--- config.mk ---
export PLATFORM = sky130hd
export DESIGN_NAME = btpc_press
export DESIGN_NICKNAME = d
export VERILOG_FILES = /design/src/rtl/baro_temp_pressure_compensation_defines.svh /design/src/rtl/btpc_pkg.sv /design/src/rtl/btpc_press.sv
export SDC_FILE = /design/constraint.sdc
export NUM_CORES = 2
export LEC_CHECK = 0
export ABC_CLOCK_PERIOD_IN_PS = 4900
export BUFFER_PORTS_ARGS = -buffer_cell sky130_fd_sc_hd__buf_4
export CAP_MARGIN = 20
export CORE_MARGIN = 3
export CORE_UTILIZATION = 53
export DETAILED_ROUTE_END_ITERATION = 10
export HOLD_SLACK_MARGIN = 0.06
export PLACE_DENSITY = 0.73
export SLEW_MARGIN = 20
export SYNTH_ARGS = -nofsm -noshare
export SYNTH_HDL_FRONTEND = slang
export SYNTH_SLANG_ARGS = --single-unit
--- constraint.sdc ---
create_clock -name clk_i -period 4.9 [get_ports clk_i]
set_input_delay 0.49 -clock clk_i [delete_from_list [all_inputs] [get_ports clk_i]]
set_output_delay 0.49 -clock clk_i [all_outputs]
set_load 0.02 [all_outputs]
--- src/rtl/baro_temp_pressure_compensation_defines.svh ---
// Assertion macros shared by the compensation block.
`ifndef BARO_TEMP_PRESSURE_COMPENSATION_DEFINES_SVH
`define BARO_TEMP_PRESSURE_COMPENSATION_DEFINES_SVH

// Checked only while reset is released.
`define BTPC_ASSERT(lbl, clk, rst_n, prop, msg) \
  lbl: assert property (@(posedge clk) disable iff (!rst_n) prop) \
    else $error(msg);

// Checked at every edge, reset included.
`define BTPC_ASSERT_ALWAYS(lbl, clk, prop, msg) \
  lbl: assert property (@(posedge clk) prop) \
    else $error(msg);

`endif

--- src/rtl/btpc_pkg.sv ---
package btpc_pkg;

  // Cycles from an accepted start to its result strobe.
  localparam int unsigned LATENCY = 9;

  localparam logic signed [19:0] TEMP_BASE = 20'sd2000;
  localparam logic signed [31:0] P_MIN     = 32'sd1000;
  localparam logic signed [31:0] P_MAX     = 32'sd120000;

  localparam int unsigned CFG_IDX_W  = 3;
  localparam int unsigned CFG_DATA_W = 16;

  typedef enum logic [CFG_IDX_W-1:0] {
    CFG_PRESSURE_SENS    = 3'd0,
    CFG_PRESSURE_OFFSET  = 3'd1,
    CFG_SENS_TEMP_COEF   = 3'd2,
    CFG_OFFSET_TEMP_COEF = 3'd3,
    CFG_REFERENCE_TEMP   = 3'd4,
    CFG_TEMP_SENS        = 3'd5
  } cfg_idx_e;

  typedef struct packed {
    logic [15:0] pressure_sens;
    logic [15:0] pressure_offset;
    logic [15:0] sens_temp_coef;
    logic [15:0] offset_temp_coef;
    logic [15:0] reference_temp;
    logic [15:0] temp_sens;
  } btpc_cal_t;

  typedef struct packed {
    logic [23:0] raw_temperature;
    logic [23:0] pressure_code;
  } btpc_in_t;

  typedef struct packed {
    logic signed [31:0] temperature;
    logic signed [31:0] pressure;
    logic               out_of_range;
  } btpc_out_t;

  // First-order results handed to the correction stages.
  typedef struct packed {
    logic signed [19:0] temp;
    logic signed [18:0] d;
    logic        [18:0] t2;
    logic               low;
    logic signed [35:0] off;
    logic signed [34:0] sens;
    logic        [23:0] rp;
  } btpc_first_t;

  // Corrected values handed to the pressure stages.
  typedef struct packed {
    logic signed [20:0] temp;
    logic signed [40:0] off;
    logic signed [39:0] sens;
    logic        [23:0] rp;
  } btpc_second_t;

  // Signed shift right by sh that rounds toward zero, like a C division.
  function automatic logic signed [64:0] trunc_shr(input logic signed [64:0] x,
                                                   input int unsigned sh);
    logic signed [64:0] bias;
    bias = x[64] ? ((65'sd1 <<< sh) - 65'sd1) : 65'sd0;
    return (x + bias) >>> sh;
  endfunction

endpackage

--- src/rtl/btpc_press.sv ---
module btpc_press (
  input  logic                   clk_i,
  input  logic                   rst_ni,
  input  logic                   valid_i,
  input  btpc_pkg::btpc_second_t second_i,
  output logic                   valid_o,
  output btpc_pkg::btpc_out_t    result_o
);
  import btpc_pkg::*;

  logic               v6_q, v7_q, v8_q, v9_q;
  logic        [43:0] pl_q;
  logic signed [44:0] ph_q;
  logic signed [64:0] prod_q;
  logic signed [44:0] a_q;
  logic signed [40:0] off6_q, off7_q;
  logic signed [20:0] temp6_q, temp7_q, temp8_q;
  logic signed [19:0] sens_hi;
  logic signed [64:0] q2_full, a_ext, p_full;
  logic signed [31:0] p32;
  btpc_out_t          res_d, res_q;

  // raw_pressure * sens is split into two partial products on the low and high sens halves.
  assign sens_hi = second_i.sens[39:20];

  assign q2_full = trunc_shr(prod_q, 21);
  assign a_ext   = 65'(a_q);
  assign p_full  = trunc_shr(a_ext, 15);
  assign p32     = 32'($signed(p_full[29:0]));

  always_comb begin
    res_d.temperature  = 32'(temp8_q);
    res_d.pressure     = p32;
    res_d.out_of_range = (p32 < P_MIN) || (p32 > P_MAX);
  end

  always_ff @(posedge clk_i or negedge rst_ni) begin
    if (!rst_ni) begin
      v6_q <= 1'b0;
      v7_q <= 1'b0;
      v8_q <= 1'b0;
      v9_q <= 1'b0;
    end else begin
      v6_q <= valid_i;
      v7_q <= v6_q;
      v8_q <= v7_q;
      v9_q <= v8_q;
    end
  end

  always_ff @(posedge clk_i) begin
    pl_q    <= second_i.rp * second_i.sens[19:0];
    ph_q    <= $signed({1'b0, second_i.rp}) * sens_hi;
    off6_q  <= second_i.off;
    temp6_q <= second_i.temp;
    prod_q  <= (65'(ph_q) <<< 20) + $signed({21'd0, pl_q});
    off7_q  <= off6_q;
    temp7_q <= temp6_q;
    a_q     <= 45'($signed(q2_full[43:0])) - 45'(off7_q);
    temp8_q <= temp7_q;
    res_q   <= res_d;
  end

  assign valid_o  = v9_q;
  assign result_o = res_q;

endmodule

==> report_table.html <==
<table>
<tr><th>Metric</th><th>Value</th></tr>
<tr><th colspan="2">Run status</th></tr>
<tr><td>Run status</td><td>finished with violations</td></tr>
<tr><td>Failing checks</td><td>negative setup slack</td></tr>
<tr><th colspan="2">Global routing</th></tr>
<tr><td>Number of global-route vias before repair</td><td>38600</td></tr>
<tr><td>Global-route wire length before repair</td><td>198000 µm</td></tr>
<tr><td>Global-route usage over all layers</td><td>0.272</td></tr>
<tr><td>Antenna violations before repair</td><td>4</td></tr>
<tr><td>Largest net degree at the start of global routing</td><td>25</td></tr>
<tr><td>Sum of overflow across all layers after global routing</td><td>0</td></tr>
<tr><th colspan="2">Floorplan</th></tr>
<tr><td>Area of the core</td><td>85500 µm²</td></tr>
<tr><td>Die H</td><td>301 µm</td></tr>
<tr><td>Overall die width</td><td>301 µm</td></tr>
<tr><td>Total Die Area</td><td>90300 µm²</td></tr>
<tr><td>Starting Density</td><td>0.538</td></tr>
<tr><td># IOs</td><td>195</td></tr>
<tr><td>Num rows</td><td>107</td></tr>
<tr><th colspan="2">Worst setup path</th></tr>
<tr><td>Data arrival, critical path</td><td>6.73 ns</td></tr>
<tr><td>Length in cells of the worst reg-to-reg path</td><td>26</td></tr>
<tr><td>Kind of start point of the critical path</td><td>primary input</td></tr>
<tr><td>R2R Path End</td><td>a_q[25]</td></tr>
<tr><td>Critical setup path kind</td><td>primary input to flop</td></tr>
<tr><td>Largest fanout on the critical path</td><td>7</td></tr>
<tr><td>Crit Reg-Reg Startpoint</td><td>prod_q[64]</td></tr>
<tr><td>Most repeated library cell on the critical path</td><td>sky130_fd_sc_hd__fa_1</td></tr>
<tr><td>Register-to-register setup slack</td><td>-0.03 ns</td></tr>
<tr><td>Required time of the worst setup path</td><td>5.36 ns</td></tr>
<tr><td>Worst path max stage delay</td><td>0.57 ns</td></tr>
<tr><td>Critical Path End Type</td><td>flop</td></tr>
<tr><td>Cell with the largest stage delay on the worst path</td><td>sky130_fd_sc_hd__fa_1</td></tr>
<tr><th colspan="2">Synthesis</th></tr>
<tr><td>Netlist Area Pre-Place</td><td>46000 µm²</td></tr>
<tr><td>Dominant synthesized flop cell</td><td>sky130_fd_sc_hd__dfxtp_1</td></tr>
<tr><td>Flip-flop and latch count after synthesis</td><td>400</td></tr>
<tr><td>Main combinational cell family by area after synthesis</td><td>adder cells</td></tr>
<tr><td>Complex-gate fraction of the synthesized area</td><td>0.0657</td></tr>
<tr><td>Simple logic cell fraction of the synthesized area</td><td>0.155</td></tr>
<tr><td>Async S/R FF share, synth</td><td>0.0100</td></tr>
<tr><td>Synthesized netlist net count</td><td>6268</td></tr>
<tr><td>YS warnings</td><td>0</td></tr>
<tr><td>Number of synthesized flops with an enable pin</td><td>0</td></tr>
<tr><td>Gate Count Post-Synth</td><td>4915</td></tr>
<tr><td>Proportion of synthesized chip area in sequential cells</td><td>0.175</td></tr>
<tr><td>Syn avg cell area</td><td>9.36 µm²</td></tr>
<tr><td>Post-synthesis mux area share</td><td>0.000871</td></tr>
<tr><td>Post-synth cell types</td><td>74</td></tr>
<tr><td>Post-synthesis share of cell area spent on xor and xnor gates</td><td>0.0450</td></tr>
<tr><td>Post-Synth Adder-Cell Area</td><td>0.462</td></tr>
<tr><th colspan="2">Placed design</th></tr>
<tr><td>Worst slack, placed</td><td>-1.98 ns</td></tr>
<tr><td>Placed wire-length estimate after detailed placement</td><td>95600 µm</td></tr>
<tr><td>Number of buffer cells added on primary ports</td><td>194</td></tr>
<tr><td>DP Cell Count</td><td>6636</td></tr>
<tr><td>Last weighted congestion value of the routability-driven placer</td><td>0.926</td></tr>
<tr><td>Instance area at placement</td><td>53400 µm²</td></tr>
<tr><th colspan="2">Layout</th></tr>
<tr><td>Commonest non-fill, non-tap cell in the layout</td><td>sky130_fd_sc_hd__inv_1</td></tr>
<tr><td>Fillcell total</td><td>6172</td></tr>
<tr><td>Top library cells by usage in the layout, fill and taps aside</td><td>909 x sky130_fd_sc_hd__inv_1, 727 x sky130_fd_sc_hd__fa_1, 704 x sky130_fd_sc_hd__buf_4, 567 x sky130_fd_sc_hd__nand2_1, 405 x sky130_fd_sc_hd__and2_1</td></tr>
<tr><td>Area of all placed cells without fillers</td><td>59200 µm²</td></tr>
<tr><td>Synthesis-to-finish area growth</td><td>28.8%</td></tr>
<tr><td>Final Non-Filler Cells</td><td>6877</td></tr>
<tr><td>Total area of multi-input combinational cells</td><td>36000 µm²</td></tr>
<tr><td>Utilization after layout</td><td>0.692</td></tr>
<tr><td>Register Area</td><td>8030 µm²</td></tr>
<tr><td>Share of cells above drive strength 1</td><td>0.250</td></tr>
<tr><td>Total Nets Final</td><td>7053</td></tr>
<tr><th colspan="2">Timing</th></tr>
<tr><td>Rel. slew slack</td><td>0.471</td></tr>
<tr><td>Post-layout min period</td><td>6.27 ns</td></tr>
<tr><td>Max Freq</td><td>0.159 GHz</td></tr>
<tr><td>Final number of hold-violating endpoints</td><td>0</td></tr>
<tr><td>Number of setup violations in the final report</td><td>68</td></tr>
<tr><td>Transition at the pin with the smallest max-transition slack</td><td>0.793 ns</td></tr>
<tr><td>Post-route worst setup slack</td><td>-1.37 ns</td></tr>
<tr><td>RSZ-0062 raised after global routing</td><td>yes</td></tr>
<tr><td>Max-slew violation count</td><td>0</td></tr>
<tr><td>Final worst-path cycle share</td><td>1.28</td></tr>
<tr><td>Clock skew</td><td>0.0273 ns</td></tr>
<tr><th colspan="2">Clocking</th></tr>
<tr><td># H-tree levels</td><td>2</td></tr>
<tr><td>TritonCTS clock tree</td><td>built</td></tr>
<tr><td>Deepest clock path buffer count</td><td>3</td></tr>
<tr><td>Root buf cell</td><td>sky130_fd_sc_hd__clkbuf_16</td></tr>
<tr><td>Cts bufs inserted</td><td>40</td></tr>
<tr><td>Later-pin clock latency in the skew report</td><td>0.56 ns</td></tr>
<tr><td>CTS clk-pin slew, worst paths</td><td>0.07 ns</td></tr>
<tr><td>Number of clock sinks</td><td>400</td></tr>
<tr><th colspan="2">Drt</th></tr>
<tr><td>Routed length on met3</td><td>9600 µm</td></tr>
<tr><td>Via Count</td><td>36000</td></tr>
<tr><td>First drt pass iteration count</td><td>5</td></tr>
<tr><td>Post-detailed-route via-to-cell ratio</td><td>5.23</td></tr>
<tr><td>Initial DRC count</td><td>2373</td></tr>
<tr><td>Uppermost signal routing layer after detailed routing</td><td>met5</td></tr>
<tr><td>Drt drc</td><td>0</td></tr>
<tr><td>Routed length on met2</td><td>57600 µm</td></tr>
<tr><td>Number of antenna-violating nets in the routed design</td><td>0</td></tr>
<tr><td>WL met1</td><td>50700 µm</td></tr>
<tr><td>Total wirelength of the detailed-routed design</td><td>123000 µm</td></tr>
<tr><td>DR WL/cell</td><td>17.9 µm</td></tr>
<tr><th colspan="2">Run</th></tr>
<tr><td>Max-cap violations</td><td>0</td></tr>
<tr><th colspan="2">Min path</th></tr>
<tr><td>Type of the tightest min-delay check</td><td>primary input to asynchronous set/reset pin</td></tr>
</table>
[worst max path at each step]
stage | end | startpoint | cells after the start | slack [ns]
6_report | pl_q[32] | second_i[6] | 27 | -1.37
5_1_grt | pl_q[32] | second_i[12] | 27 | -1.55
4_1_cts | pl_q[39] | second_i[10] | 26 | -1.20
3_5_place_dp | ph_q[43] | second_i[7] | 24 | -1.98
3_3_place_gp | pl_q[39] | second_i[7] | 25 | -1.91
2_1_floorplan | ph_q[43] | second_i[10] | 23 | -1.56
[final cells by class]
cell class	instances	share of cell area
Clock inverter	24	0.00581
Clock buffer	50	0.0184
Sequential cell	400	0.136
Timing Repair Buffer	953	0.148
Tap cell	1144	0.0242
Multi-Input combinational cell	3344	0.607
Antenna cell	1	0.0000423
Inverter	961	0.0610
[state kept, by name, indices dropped and copies added, names as in the netlist]
register	cells
temp8_q	21
v7_q	1
v8_q	1
valid_o	1
off6_q	41
a_q	45
temp6_q	21
v6_q	1
off7_q	41
ph_q	45
result_o	52
pl_q	44
temp7_q	21
prod_q	65
[metal layers]
metal / GRT usage / vias to the layer above
met1: 0.359 / 17800
met2: 0.446 / 1350
li1: - / 16600
met4: 0.102 / 4
met5: 0 / -
met3: 0.0523 / 327
[cell families (layout without fill, tap and decap cells)]
logic type,after synthesis,count (layout)
buffers and inverters,1171,1988
multiplexers,4,4
other,0,1
adder cells (fa/ha/maj),1224,1224
flip-flops,400,400
AND/OR/NAND/NOR,1420,1420
XOR/XNOR,236,236
AO/OA/AOI/OAI,460,460
[what timing repair did]
action | 4_1_cts | 5_1_grt
cloned | 8 | 2
pin swaps | 204 | 198
setup buffers | 75 | 51
endpoints found under the setup margin | 88 | 90
hold buffers | 64 | 0
endpoints found under the hold margin | 67 | 0
resized for setup | 379 | 277
[Yosys cell counts (7+ instances only)]
library cell                instances  share of area
sky130_fd_sc_hd__o211ai_1           7         0.0011
sky130_fd_sc_hd__o21a_1            23         0.0038
sky130_fd_sc_hd__a211oi_1          14         0.0023
sky130_fd_sc_hd__xor2_1            87          0.017
sky130_fd_sc_hd__nor3b_1            9         0.0015
sky130_fd_sc_hd__a21o_1            96          0.016
sky130_fd_sc_hd__a21oi_1          141          0.015
sky130_fd_sc_hd__nand3_1           48         0.0052
sky130_fd_sc_hd__nand4_1           33         0.0045
sky130_fd_sc_hd__dfxtp_1          396           0.17
sky130_fd_sc_hd__a2111oi_0          7         0.0013
sky130_fd_sc_hd__clkbuf_1         193          0.016
sky130_fd_sc_hd__nand2_1          584          0.048
sky130_fd_sc_hd__nand2b_1          40         0.0054
sky130_fd_sc_hd__and4_1            10         0.0019
sky130_fd_sc_hd__or3_1             10         0.0014
sky130_fd_sc_hd__nor2_1           104         0.0085
sky130_fd_sc_hd__and3_1            27         0.0037
sky130_fd_sc_hd__ha_1             437           0.12
sky130_fd_sc_hd__a31oi_1           11         0.0015
sky130_fd_sc_hd__nor4_1             7        0.00095
sky130_fd_sc_hd__xnor2_1          149          0.028
sky130_fd_sc_hd__buf_4             13         0.0021
sky130_fd_sc_hd__nor3_1            35         0.0038
sky130_fd_sc_hd__and2_1           467          0.064
sky130_fd_sc_hd__or2_2              9         0.0012
sky130_fd_sc_hd__inv_1            961          0.078
sky130_fd_sc_hd__o21bai_1          22         0.0036
sky130_fd_sc_hd__o21ai_0           72         0.0078
sky130_fd_sc_hd__o31ai_1            9         0.0015
sky130_fd_sc_hd__nor2b_1           18         0.0024
sky130_fd_sc_hd__fa_1             787           0.34
[stage by stage]
step                      TNS (ns)  hold WS, ns
after global placement     -104.48        0.285
after CTS                   -53.12        0.247
final                       -59.51        0.278
after detailed placement   -109.77        0.289
after floorplan             -63.07        0.194
after global routing        -72.17        0.277
[worst max-delay path: cells and delay by family]
kind / cells / cell delay (ns)
and+or+nand+nor: 2 / 0.24
buffers and inverters: 8 / 0.93
AOI/OAI and AO/OA: 8 / 1.22
adders and majority gates: 8 / 3.72
xor gates and xnor gates: 1 / 0.15
Power is left out: the tool's default activity adds up to more than one toggle a clock period on the data nets, which glitch-free logic cannot reach.
